`src/rtl/core/deq_pkg.sv`:
```
`timescale 1ns / 1ps
// ----------------------------------------------------------------------------
// deq_pkg
// Shared types and constants of the double-ended queue.
// ----------------------------------------------------------------------------
package deq_pkg;

	localparam int DEPTH_DEF      = 16;
	localparam int DATA_WIDTH_DEF = 32;

	localparam int MODE_W   = 2;
	localparam int VALUE_W  = 32;
	localparam int COUNT_W  = 5;
	localparam int STATUS_W = 2;

	typedef enum logic [MODE_W-1:0] {
		MODE_PUSH_FRONT = 2'd0,
		MODE_PUSH_BACK  = 2'd1,
		MODE_POP_FRONT  = 2'd2,
		MODE_POP_BACK   = 2'd3
	} mode_t;

	typedef enum logic [STATUS_W-1:0] {
		STATUS_DONE  = 2'd0,
		STATUS_EMPTY = 2'd1,
		STATUS_FULL  = 2'd2
	} status_t;

	typedef enum logic [1:0] {
		ST_IDLE = 2'd0,
		ST_READ = 2'd1,
		ST_LOAD = 2'd2
	} state_t;

	// controller -> datapath
	typedef struct packed {
		logic take_in;
		logic load_out;
	} ctrl_cmd_t;

	// datapath -> controller
	typedef struct packed {
		logic out_free;
	} ctrl_stat_t;

endpackage

```
`src/rtl/core/deq_req_if.sv`:
```
`timescale 1ns / 1ps
// ----------------------------------------------------------------------------
// deq_req_if
// Request channel: one deque operation per item.
// ----------------------------------------------------------------------------
interface deq_req_if;
	logic                            valid;
	logic                            ready;
	logic [deq_pkg::MODE_W-1:0]      mode;
	logic signed [deq_pkg::VALUE_W-1:0] value;

	modport source (output valid, output mode, output value, input ready);
	modport sink   (input valid, input mode, input value, output ready);
endinterface

```
`src/rtl/core/deq_rsp_if.sv`:
```
`timescale 1ns / 1ps
// ----------------------------------------------------------------------------
// deq_rsp_if
// Response channel: deque state after each operation.
// ----------------------------------------------------------------------------
interface deq_rsp_if;
	logic                               valid;
	logic                               ready;
	logic signed [deq_pkg::VALUE_W-1:0] front_value;
	logic signed [deq_pkg::VALUE_W-1:0] back_value;
	logic [deq_pkg::COUNT_W-1:0]        count;
	logic [deq_pkg::STATUS_W-1:0]       status;

	modport source (output valid, output front_value, output back_value, output count,
		output status, input ready);
	modport sink   (input valid, input front_value, input back_value, input count,
		input status, output ready);
endinterface

```
`src/rtl/core/deq_ram.sv`:
```
`timescale 1ns / 1ps
// ----------------------------------------------------------------------------
// deq_ram
// Generic RAM, one write port and two registered read ports.
// ----------------------------------------------------------------------------
module deq_ram #(
	parameter int WIDTH = 32,
	parameter int DEPTH = 16,
	localparam int AW = (DEPTH > 1) ? $clog2(DEPTH) : 1
) (
	input  logic             clk,
	input  logic             we,
	input  logic [AW-1:0]    waddr,
	input  logic [WIDTH-1:0] wdata,
	input  logic [AW-1:0]    raddr_a,
	input  logic [AW-1:0]    raddr_b,
	output logic [WIDTH-1:0] rdata_a,
	output logic [WIDTH-1:0] rdata_b
);

	logic [WIDTH-1:0] mem_q [DEPTH];

	always_ff @(posedge clk) begin
		if (we) begin
			mem_q[waddr] <= wdata;
		end
		rdata_a <= mem_q[raddr_a];
		rdata_b <= mem_q[raddr_b];
	end

endmodule

```
`src/rtl/core/deq_ctrl.sv`:
```
`timescale 1ns / 1ps
// ----------------------------------------------------------------------------
// deq_ctrl
// Sequencer: accept an item, read back the ends, load the output register.
// ----------------------------------------------------------------------------
module deq_ctrl (
	input  logic                clk,
	input  logic                arst_n,
	input  logic                req_valid,
	output logic                req_ready,
	input  deq_pkg::ctrl_stat_t stat,
	output deq_pkg::ctrl_cmd_t  cmd
);

	deq_pkg::state_t state_q;
	deq_pkg::state_t state_nxt;

	always_ff @(posedge clk or negedge arst_n) begin
		if (!arst_n) begin
			state_q <= deq_pkg::ST_IDLE;
		end else begin
			state_q <= state_nxt;
		end
	end

	always_comb begin
		state_nxt = state_q;
		unique case (state_q)
			deq_pkg::ST_IDLE: begin
				if (req_valid) state_nxt = deq_pkg::ST_READ;
			end
			deq_pkg::ST_READ: begin
				state_nxt = deq_pkg::ST_LOAD;
			end
			deq_pkg::ST_LOAD: begin
				if (stat.out_free) state_nxt = deq_pkg::ST_IDLE;
			end
			default: begin
				state_nxt = deq_pkg::ST_IDLE;
			end
		endcase
	end

	always_comb begin
		req_ready    = 1'b0;
		cmd.take_in  = 1'b0;
		cmd.load_out = 1'b0;
		unique case (state_q)
			deq_pkg::ST_IDLE: begin
				req_ready   = 1'b1;
				cmd.take_in = req_valid;
			end
			deq_pkg::ST_READ: begin
			end
			deq_pkg::ST_LOAD: begin
				cmd.load_out = stat.out_free;
			end
			default: begin
			end
		endcase
	end

`ifndef ASSERT_OFF
	a_load_only_when_free: assert property (@(posedge clk) disable iff (!arst_n)
		cmd.load_out |-> stat.out_free)
		else $error("output loaded while occupied");
	a_take_then_read: assert property (@(posedge clk) disable iff (!arst_n)
		cmd.take_in |=> state_q == deq_pkg::ST_READ)
		else $error("accepted item not followed by read");
	a_read_then_load: assert property (@(posedge clk) disable iff (!arst_n)
		state_q == deq_pkg::ST_READ |=> state_q == deq_pkg::ST_LOAD && !req_ready)
		else $error("read not followed by load");
`endif

endmodule

```
`src/rtl/core/deq_dpath.sv`:
```
`timescale 1ns / 1ps
// ----------------------------------------------------------------------------
// deq_dpath
// Ring pointers, element count, element memory and output register.
// ----------------------------------------------------------------------------
module deq_dpath #(
	parameter int DEPTH      = deq_pkg::DEPTH_DEF,
	parameter int DATA_WIDTH = deq_pkg::DATA_WIDTH_DEF
) (
	input  logic                                clk,
	input  logic                                arst_n,
	input  deq_pkg::ctrl_cmd_t                  cmd,
	output deq_pkg::ctrl_stat_t                 stat,
	input  logic [deq_pkg::MODE_W-1:0]          in_mode,
	input  logic signed [deq_pkg::VALUE_W-1:0]  in_value,
	output logic                                out_valid,
	input  logic                                out_ready,
	output logic signed [deq_pkg::VALUE_W-1:0]  out_front_value,
	output logic signed [deq_pkg::VALUE_W-1:0]  out_back_value,
	output logic [deq_pkg::COUNT_W-1:0]         out_count,
	output logic [deq_pkg::STATUS_W-1:0]        out_status
);

	localparam int PTR_W = $clog2(DEPTH);
	localparam int CNT_W = $clog2(DEPTH + 1);
	localparam logic [PTR_W-1:0] PTR_LAST = PTR_W'(DEPTH - 1);
	localparam logic [CNT_W-1:0] CNT_FULL = CNT_W'(DEPTH);

	logic [PTR_W-1:0] head_q, tail_q;
	logic [CNT_W-1:0] count_q;
	deq_pkg::status_t status_q;
	logic             out_valid_q;

	logic [PTR_W-1:0] head_prev, head_next, tail_prev, tail_next;
	logic [PTR_W-1:0] head_nxt, tail_nxt, waddr;
	logic [CNT_W-1:0] count_nxt;
	deq_pkg::status_t status_nxt;
	logic             we;
	deq_pkg::mode_t   mode;
	logic             is_full, is_empty;

	logic [DATA_WIDTH-1:0]       wdata, front_raw, back_raw;
	logic [deq_pkg::VALUE_W-1:0] front_ext, back_ext;
	logic [deq_pkg::COUNT_W-1:0] count_ext;

	assign head_prev = (head_q == '0) ? PTR_LAST : head_q - PTR_W'(1);
	assign head_next = (head_q == PTR_LAST) ? '0 : head_q + PTR_W'(1);
	assign tail_prev = (tail_q == '0) ? PTR_LAST : tail_q - PTR_W'(1);
	assign tail_next = (tail_q == PTR_LAST) ? '0 : tail_q + PTR_W'(1);

	assign mode     = deq_pkg::mode_t'(in_mode);
	assign is_full  = (count_q == CNT_FULL);
	assign is_empty = (count_q == '0);

	always_comb begin
		head_nxt   = head_q;
		tail_nxt   = tail_q;
		count_nxt  = count_q;
		status_nxt = deq_pkg::STATUS_DONE;
		we         = 1'b0;
		waddr      = tail_q;
		unique case (mode)
			deq_pkg::MODE_PUSH_FRONT: begin
				waddr = head_prev;
				if (is_full) begin
					status_nxt = deq_pkg::STATUS_FULL;
				end else begin
					head_nxt  = head_prev;
					count_nxt = count_q + CNT_W'(1);
					we        = 1'b1;
				end
			end
			deq_pkg::MODE_PUSH_BACK: begin
				if (is_full) begin
					status_nxt = deq_pkg::STATUS_FULL;
				end else begin
					tail_nxt  = tail_next;
					count_nxt = count_q + CNT_W'(1);
					we        = 1'b1;
				end
			end
			deq_pkg::MODE_POP_FRONT: begin
				if (is_empty) begin
					status_nxt = deq_pkg::STATUS_EMPTY;
				end else begin
					head_nxt  = head_next;
					count_nxt = count_q - CNT_W'(1);
				end
			end
			deq_pkg::MODE_POP_BACK: begin
				if (is_empty) begin
					status_nxt = deq_pkg::STATUS_EMPTY;
				end else begin
					tail_nxt  = tail_prev;
					count_nxt = count_q - CNT_W'(1);
				end
			end
			default: begin
			end
		endcase
	end

	always_ff @(posedge clk or negedge arst_n) begin
		if (!arst_n) begin
			head_q   <= '0;
			tail_q   <= '0;
			count_q  <= '0;
			status_q <= deq_pkg::STATUS_DONE;
		end else if (cmd.take_in) begin
			head_q   <= head_nxt;
			tail_q   <= tail_nxt;
			count_q  <= count_nxt;
			status_q <= status_nxt;
		end
	end

	// a narrower memory stores the low DATA_WIDTH bits, read back zero-extended
	generate
		if (DATA_WIDTH >= deq_pkg::VALUE_W) begin : g_wide
			assign wdata     = DATA_WIDTH'(unsigned'(in_value));
			assign front_ext = front_raw[deq_pkg::VALUE_W-1:0];
			assign back_ext  = back_raw[deq_pkg::VALUE_W-1:0];
		end else begin : g_narrow
			assign wdata     = in_value[DATA_WIDTH-1:0];
			assign front_ext = {{(deq_pkg::VALUE_W-DATA_WIDTH){1'b0}}, front_raw};
			assign back_ext  = {{(deq_pkg::VALUE_W-DATA_WIDTH){1'b0}}, back_raw};
		end
		if (CNT_W >= deq_pkg::COUNT_W) begin : g_cnt_trunc
			assign count_ext = count_q[deq_pkg::COUNT_W-1:0];
		end else begin : g_cnt_ext
			assign count_ext = {{(deq_pkg::COUNT_W-CNT_W){1'b0}}, count_q};
		end
	endgenerate

	// ends are read continuously; data is settled by the load state
	deq_ram #(
		.WIDTH (DATA_WIDTH),
		.DEPTH (DEPTH)
	) u_ram (
		.clk     (clk),
		.we      (cmd.take_in && we),
		.waddr   (waddr),
		.wdata   (wdata),
		.raddr_a (head_q),
		.raddr_b (tail_prev),
		.rdata_a (front_raw),
		.rdata_b (back_raw)
	);

	always_ff @(posedge clk or negedge arst_n) begin
		if (!arst_n) begin
			out_valid_q <= 1'b0;
		end else if (cmd.load_out) begin
			out_valid_q <= 1'b1;
		end else if (out_ready) begin
			out_valid_q <= 1'b0;
		end
	end

	always_ff @(posedge clk) begin
		if (cmd.load_out) begin
			out_front_value <= is_empty ? '0 : signed'(front_ext);
			out_back_value  <= is_empty ? '0 : signed'(back_ext);
			out_count       <= count_ext;
			out_status      <= status_q;
		end
	end

	assign out_valid     = out_valid_q;
	assign stat.out_free = !out_valid_q || out_ready;

`ifndef ASSERT_OFF
	a_count_bound: assert property (@(posedge clk) disable iff (!arst_n)
		count_q <= CNT_FULL)
		else $error("element count beyond depth");
	a_full_insert_holds: assert property (@(posedge clk) disable iff (!arst_n)
		cmd.take_in && is_full &&
		(mode == deq_pkg::MODE_PUSH_FRONT || mode == deq_pkg::MODE_PUSH_BACK)
		|=> $stable(count_q) && $stable(head_q) && $stable(tail_q)
			&& status_q == deq_pkg::STATUS_FULL)
		else $error("rejected insert changed the ring");
	a_idle_holds_state: assert property (@(posedge clk) disable iff (!arst_n)
		!cmd.take_in |=> $stable(count_q) && $stable(head_q) && $stable(tail_q))
		else $error("ring state changed without an item");
`endif

endmodule

```
`src/rtl/core/double_ended_queue.sv`:
```
`timescale 1ns / 1ps
// ----------------------------------------------------------------------------
// double_ended_queue
// Bounded deque on a ring buffer, one operation per request item.
// ----------------------------------------------------------------------------
// Each request item inserts at the front or back, or removes from the front
// or back; each yields one response item with the front value, back value,
// element count and status after the operation (front and back read as zero
// when the deque is empty). An item goes through three steps: accept and
// update of the head/tail pointers and count with the memory write, a read
// of both ends from the element memory, whose read port is registered, and
// the load of the response register. A new request is taken once the
// previous response is loaded, so the block takes no new item before it
// is through with the last one. After reset the deque is empty.
module double_ended_queue #(
	parameter int DEPTH      = deq_pkg::DEPTH_DEF,
	parameter int DATA_WIDTH = deq_pkg::DATA_WIDTH_DEF
) (
	input logic     clk,
	input logic     arst_n,
	deq_req_if.sink req,
	deq_rsp_if.source rsp
);

	deq_pkg::ctrl_cmd_t  cmd;
	deq_pkg::ctrl_stat_t stat;

	deq_ctrl u_ctrl (
		.clk       (clk),
		.arst_n    (arst_n),
		.req_valid (req.valid),
		.req_ready (req.ready),
		.stat      (stat),
		.cmd       (cmd)
	);

	deq_dpath #(
		.DEPTH      (DEPTH),
		.DATA_WIDTH (DATA_WIDTH)
	) u_dpath (
		.clk             (clk),
		.arst_n          (arst_n),
		.cmd             (cmd),
		.stat            (stat),
		.in_mode         (req.mode),
		.in_value        (req.value),
		.out_valid       (rsp.valid),
		.out_ready       (rsp.ready),
		.out_front_value (rsp.front_value),
		.out_back_value  (rsp.back_value),
		.out_count       (rsp.count),
		.out_status      (rsp.status)
	);

endmodule

```
`src/flat_wrapper.sv`:
```
// flat-port wrapper written by rule: the top's interface ports become plain ports
module double_ended_queue_flat 
#(
	parameter int DEPTH      = deq_pkg::DEPTH_DEF,
	parameter int DATA_WIDTH = deq_pkg::DATA_WIDTH_DEF
)
  (clk, arst_n, req_valid, req_mode, req_value, req_ready, rsp_valid, rsp_front_value, rsp_back_value, rsp_count, rsp_status, rsp_ready);
  deq_req_if req_i ();
  deq_rsp_if rsp_i ();
  input logic clk;
  input logic arst_n;
  input wire logic [$bits(req_i.valid)-1:0] req_valid;
  input wire logic [$bits(req_i.mode)-1:0] req_mode;
  input wire logic [$bits(req_i.value)-1:0] req_value;
  output wire logic [$bits(req_i.ready)-1:0] req_ready;
  output wire logic [$bits(rsp_i.valid)-1:0] rsp_valid;
  output wire logic [$bits(rsp_i.front_value)-1:0] rsp_front_value;
  output wire logic [$bits(rsp_i.back_value)-1:0] rsp_back_value;
  output wire logic [$bits(rsp_i.count)-1:0] rsp_count;
  output wire logic [$bits(rsp_i.status)-1:0] rsp_status;
  input wire logic [$bits(rsp_i.ready)-1:0] rsp_ready;
  assign req_i.valid = req_valid;
  assign req_i.mode = req_mode;
  assign req_i.value = req_value;
  assign req_ready = req_i.ready;
  assign rsp_valid = rsp_i.valid;
  assign rsp_front_value = rsp_i.front_value;
  assign rsp_back_value = rsp_i.back_value;
  assign rsp_count = rsp_i.count;
  assign rsp_status = rsp_i.status;
  assign rsp_i.ready = rsp_ready;
  double_ended_queue #(.DEPTH(DEPTH), .DATA_WIDTH(DATA_WIDTH)) u_core (.clk(clk), .arst_n(arst_n), .req(req_i), .rsp(rsp_i));
endmodule
```
`config.mk`:
```
export PLATFORM = sky130hd
export DESIGN_NAME = double_ended_queue_flat
export DESIGN_NICKNAME = d
export VERILOG_FILES = /design/src/rtl/core/deq_pkg.sv /design/src/rtl/core/deq_req_if.sv /design/src/rtl/core/deq_rsp_if.sv /design/src/rtl/core/deq_ram.sv /design/src/rtl/core/deq_ctrl.sv /design/src/rtl/core/deq_dpath.sv /design/src/rtl/core/double_ended_queue.sv /design/src/flat_wrapper.sv
export SDC_FILE = /design/constraint.sdc
export NUM_CORES = 1
export LEC_CHECK = 0
export BUFFER_PORTS_ARGS = -buffer_cell sky130_fd_sc_hd__buf_2
export CORE_MARGIN = 3
export CORE_UTILIZATION = 36
export CTS_BUF_LIST = sky130_fd_sc_hd__clkbuf_8
export CTS_CLUSTER_DIAMETER = 150
export CTS_CLUSTER_SIZE = 16
export DETAILED_ROUTE_END_ITERATION = 10
export PLACE_DENSITY_LB_ADDON = 0.1
export SYNTH_ARGS = -nofsm -noshare
export SYNTH_HDL_FRONTEND = slang
export SYNTH_SLANG_ARGS = --single-unit
```
`constraint.sdc`:
```
create_clock -name clk -period 5.4 [get_ports clk]
set_input_delay 0.81 -clock clk [delete_from_list [all_inputs] [get_ports clk]]
set_output_delay 0.81 -clock clk [all_outputs]
set_load 0.05 [all_outputs]
```
# --- After elaboration in Yosys (flattened, before gate mapping) ---
# Memories as Yosys holds them, arrays and structs flattened. A register that Yosys moved wholly into a read port is not among the register bits.
# Index checks and enable logic that the tools add are counted.
totals:
  mem_count: 1
  word_cells: 79
  regBits: 89
  mem_bits_rw: 512
mem_list:
  columns: ["memory", "depth", "word_bits", "read_ports", "rd_ports_with_merged_regs", "wr", "line_no", "rtl"]
  rows:
  - ["u_core.u_dpath.u_ram.mem_q", 16, 32, 2, 2, 1, "deq_ram.sv:21", "logic [WIDTH-1:0] mem_q [DEPTH];"]
op_classes:
  mux: 29
  reduce_logical: 17
  eq_ne: 16
  n_addsub: 6
op_table:
  columns: ["op", "count"]
  rows:
  - ["$mux 4", 9]
  - ["$ne 2x2->1 const B", 8]
  - ["$pmux 4 s2", 2]
  - ["$mux 1", 10]
  - ["$mux 5", 2]
  - ["$pmux 5 s2", 1]
  - ["$add 4x1->4 const B", 2]
  - ["$eq 4x4->1 const B", 2]
  - ["$logic_not 4->1", 2]
  - ["$reduce_and 4->1", 2]
  - ["$sub 4x1->4 const B", 2]
  - ["$eq 2x2->1 const B", 3]
  - ["$mux 2", 3]
  - ["$pmux 2 s3", 1]
  - ["$reduce_bool 2->1", 3]
  - ["$add 5x1->5 const B", 1]
  - ["$eq 5x5->1 const B", 1]
  - ["$logic_not 5->1", 1]
  - ["$sub 5x1->5 const B", 1]
  - ["$eq 2x1->1 const B", 2]
  - ["$logic_not 2->1", 2]
  - ["$pmux 2 s2", 1]
  - ["$reduce_or 2->1", 2]
  - ["$reduce_and 3->1", 1]
  - ["other kinds (4)", 4]

# --- Longest topological paths before layout ---
logic_depth:
  ltp_word: 6
  depth_mapped: 12
  ltp_nobuf: 7

# --- Hierarchy ---
# From an unflattened synthesis, not the netlist that was laid out.
hier_totals:
  cells_unflattened: 1430
  hier_area_um2: 28084.4
by_module_without_submodules:
  columns: ["module", "area_each_um2", "seq_area_each_um2", "cells_per_inst", "instances"]
  rows:
  - ["deq_ram", 24186.9, 16656.0, 1141, 1]
  - ["deq_dpath", 3804.9, 2532.4, 280, 1]
  - ["deq_ctrl", 92.6, 50.0, 9, 1]

# --- Worst setup path before layout ---
# OpenSTA, ideal clock, no wires.
synth_timing:
  path_kind: "input port to flip-flop"
  start: "input rsp_ready"
  end: "register u_core.u_dpath.out_back_value[0] in the netlist's numbering (enable)"
  setup_ps: 509
  required_time_ps: 4891
  setup_slack_ps: 796
  cell_stages: 2
  n_path_buf: 0
  arrival_time_ps: 4095
  path_cell_list: "nand2b_1 nor2b_1"
synth_lines:
  columns: ["item", "line_no", "rtl"]
  rows:
  - ["start: declaration", "flat_wrapper.sv:21", "input wire logic [$bits(rsp_i.ready)-1:0] rsp_ready;"]
  - ["end signal: assignment", "deq_dpath.sv:163", "out_back_value <= is_empty ? '0 : signed'(back_ext);"]
  - ["end: declaration", "deq_dpath.sv:19", "output logic signed [deq_pkg::VALUE_W-1:0] out_back_value,"]

# --- Worst setup path in the final report ---
layout_timing:
  start: "register u_core.u_dpath.head_q[1]"
  end: "memory u_core.u_dpath.u_ram.mem_q[1][17] (enable)"
layout_between:
  elab_chain_cells: 3
  elab_cells_between_ends: 4
  classes_between: "add/sub (1); mux (2); reduce/logical (1)"
layout_rtl:
  columns: ["item", "line_no", "rtl"]
  rows:
  - ["start: declaration", "deq_dpath.sv:29", "logic [PTR_W-1:0] head_q, tail_q;"]
  - ["start signal: assignment", "deq_dpath.sv:110", "head_q <= head_nxt;"]
  - ["$sub 4x1->4 or $logic_not 4->1 (tied branches)", "deq_dpath.sv:46", "assign head_prev = (head_q == '0) ? PTR_LAST : head_q - PTR_W'(1);"]
  - ["$mux 4 *", "deq_dpath.sv:46", null]
  - ["$mux 4 *", "deq_dpath.sv:62", "unique case (mode)"]
  - ["end: declaration", "deq_ram.sv:21", null]
# Every way passes the cells marked *; elsewhere a longest branch is shown, timed or not.

==> flow_summary.ini <==
[timing]
rsz0062_at_grt = false
relSlewSlack_pct = 26.6
fin_crit_sh_pct = 77.1
finalHoldViolations = 0
worstMarginPinSlew_ns = 1.10
skew_ns = 0.0377
final_max_slew_viol_count = 0
min_period_ns = 4.16
max_clock_freq_mhz = 240
tns_ns = 0
setup_viol = 0

[finish]
seq_area_um2 = 19300
layout.cells.non_filler = 2729
drive_gt1_share_pct = 28.1
areaGrowthSynthToFinish_pct = 9.96
finalNetCount = 1693
fillCellCount = 7182
multi_input_area_um2 = 8810

[synth]
synth-edff-count = 583
synth_seq_area_share_pct = 67.7
synth-seq-cells = 665
synth_area_um2 = 28400
syn-num-nets = 1602
avgSynthCellArea_um2 = 18.3
ys.flop_type = edfxtp_1
ys_types = 61
yosysWarnings = 0
synthArstFlopShare_pct = 2.71
postSynthCellCount = 1556

[clock_tree]
cts_resized = 0
cts_hold_buffers = 0
clock_latency_ns = 0.69
tritoncts = built
cts_inserted_buffers = 47
cts_root_buffer = clkbuf_8
cts_max_level = 2
cts_post_setup_buffers_inserted = 0
clk_pin_slew_ns = 0.13
cts.sinks = 665
clock_path_buffers = 3

[placement]
io_buffers = 110
place_congestion = 0.776
dp.cells = 2638
dpl.hpwl_mm = 47.6

[global_routing]
grt_max_degree = 75
grt_pass1_vias = 16600
grt_pass1_wl_mm = 121
groute.usage.overall_pct = 20.3
grt_remaining_overflow = 0
antenna_found_initial = 6

[worst_setup_path]
worstPathRequired_ns = 5.76
end_kind = flop
path_class = flop to flop
crit_fanout = 33
arrival_ns = 4.53
start_kind = flop

[outcome]
status = finished clean

[power]
vdd_drop_max_uv = 322
powerDensity_nw_per_um2 = 550
power.static_leakage_uw = 0.00995

[floorplan]
core_region_area_um2 = 77800
die_area_um2 = 82300
rows = 102
dieHeight_um = 287
io_pins = 111
die_width_um = 287
start_util_pct = 36.5

[routing]
wire_per_inst_um = 30.6
drcViolationCount = 0
wirelength_mm = 83.4
drtAntennaViolNets = 0
num_vias = 16100
firstDrtPassIters = 6
drt_iter0_drc = 1924
vias_per_cell = 5.90

[job]
maxCapViolations = 0

[min_path]
hold_path_class = input port to async pin
-- layout by cell type (no fill, tap or decap), drive strengths merged, types with 5 or more instances in the layout --
cell type | synthesis | final
a21boi | 40 | 40
a21o | 14 | 14
a21oi | 33 | 33
a221oi | 15 | 15
a222oi | 42 | 42
a22oi | 30 | 30
a2bb2oi | 9 | 9
a31oi | 19 | 19
buf | 56 | 157
clkbuf | 59 | 48
dfrtp | 18 | 18
dfxtp | 64 | 64
edfxtp | 583 | 583
ha | 7 | 7
inv | 15 | 52
mux2 | 7 | 7
mux2i | 7 | 7
mux4 | 217 | 217
nand2 | 43 | 43
nand2b | 7 | 7
nand3 | 25 | 25
nor2 | 41 | 41
nor2b | 74 | 74
nor3 | 9 | 9
o21a | 5 | 5
o21ai | 42 | 42
o221ai | 19 | 19
xnor2 | 5 | 5
xor2 | 7 | 7
-- power breakdown --
part / switching (uW) / internal, uW
sequential: 478 / 6300
combinational: 4690 / 3220
clock: 1660 / 841
-- sequential cells by signal, indices dropped and copies added (netlist names), 4 cells and up --
name / count
u_core.u_dpath.u_ram.mem_q: 512
u_core.u_dpath.count_ext: 5
u_core.u_dpath.out_back_value: 32
u_core.u_dpath.head_q: 4
u_core.u_dpath.tail_q: 4
u_core.u_dpath.out_front_value: 32
u_core.u_dpath.u_ram.rdata_a: 32
u_core.u_dpath.u_ram.rdata_b: 32
u_core.u_dpath.out_count: 5
-- cells by family after synthesis --
| group | count (synthesis) | synth area share, % |
|---|---|---|
| flops | 665 | 67.7 |
| xor+xnor | 12 | 0.370 |
| fa+ha+maj | 8 | 0.379 |
| mux | 231 | 17.7 |
| buf+inv | 130 | 2.10 |
| compound gates | 299 | 7.86 |
| simple gates | 211 | 3.82 |
-- worst paths after layout --
kind | startpoint | end | slack [ns] | cells past startpoint
max | u_core.u_dpath.head_q[1] | u_core.u_dpath.u_ram.mem_q[1][17] | 1.24 | 7
min | arst_n | u_core.u_dpath.head_q[2] | 0.06 | 1
max reg2reg | u_core.u_dpath.head_q[1] | u_core.u_dpath.u_ram.mem_q[1][17] | 1.24 | 7
min reg2reg | u_core.u_dpath.status_q[1] | u_core.u_dpath.out_status[1] | 0.46 | 0
max in group asynchronous | arst_n | u_core.u_dpath.head_q[1] | 4.97 | 1
min in group clk | rsp_ready | u_core.u_dpath.out_valid | 0.42 | 3
-- metal layers --
layer  vias to the layer above  global-route usage, %  wire length (um)
met1                      8600                   29.3             36500
li1                       6685                      -                 -
met2                       704                   32.1             38900
met3                       111                   2.98              5740
met4                         0                   5.77              2290
met5                         -                      0                 0
-- synth_stat cells (9+ instances only) --
master     instances  share of area (%)
a21boi_0          40                1.1
a21o_1            14               0.37
a21oi_1           31               0.55
a221oi_1          15               0.46
a222oi_1          42                1.5
a22oi_1           30               0.79
a2bb2oi_1          9               0.28
a31oi_1           19               0.42
buf_1              9               0.12
buf_2             36               0.63
clkbuf_1          59               0.78
dfrtp_1           18                1.6
dfxtp_1           64                4.5
edfxtp_1         583                 62
inv_1             14               0.19
mux4_2           217                 17
nand2_1           43               0.57
nand3_1           25               0.44
nor2_1            41               0.54
nor2b_1           74                1.6
nor3_1             9               0.16
o21ai_0           42               0.74
o221ai_1          19               0.59
-- critical path, cell delays in order (launching register included) --
cell and delay, ns:
dfrtp_4 0.91, inv_2 0.42, ha_1 0.44, o21ai_0 0.11
nor4_1 0.43, nand2_1 0.34, nor2_4 0.75, buf_4 0.34
-- layout make-up --
type	count	share of cell area, %
flip-flops and latches	665	61.6
repair buffers	157	3.13
inverters	15	0.184
multi-input cells	761	28.2
clock buffers	48	2.12
diodes	4	0.0320
well taps	1040	4.17
clock inverters	39	0.513
-- per-stage QoR --
stage / instance area [um2] / util [%] / hold slack (ns) / power, uW / setup WS (ns)
2_1_floorplan: 28400 / - / 0.425 / 12200 / 0.796
4_1_cts: 31200 / 40.1 / 0.0108 / 17400 / 1.16
6_report: 31200 / 40.1 / 0.0642 / 17200 / 1.24
3_3_place_gp: 30400 / 39.1 / 0.436 / 14900 / 1.28
5_1_grt: 31200 / 40.1 / 0.0418 / 18100 / 0.922
3_5_place_dp: 30400 / 39.1 / 0.440 / 14900 / 1.21
(Power assumes the default switching activity.)
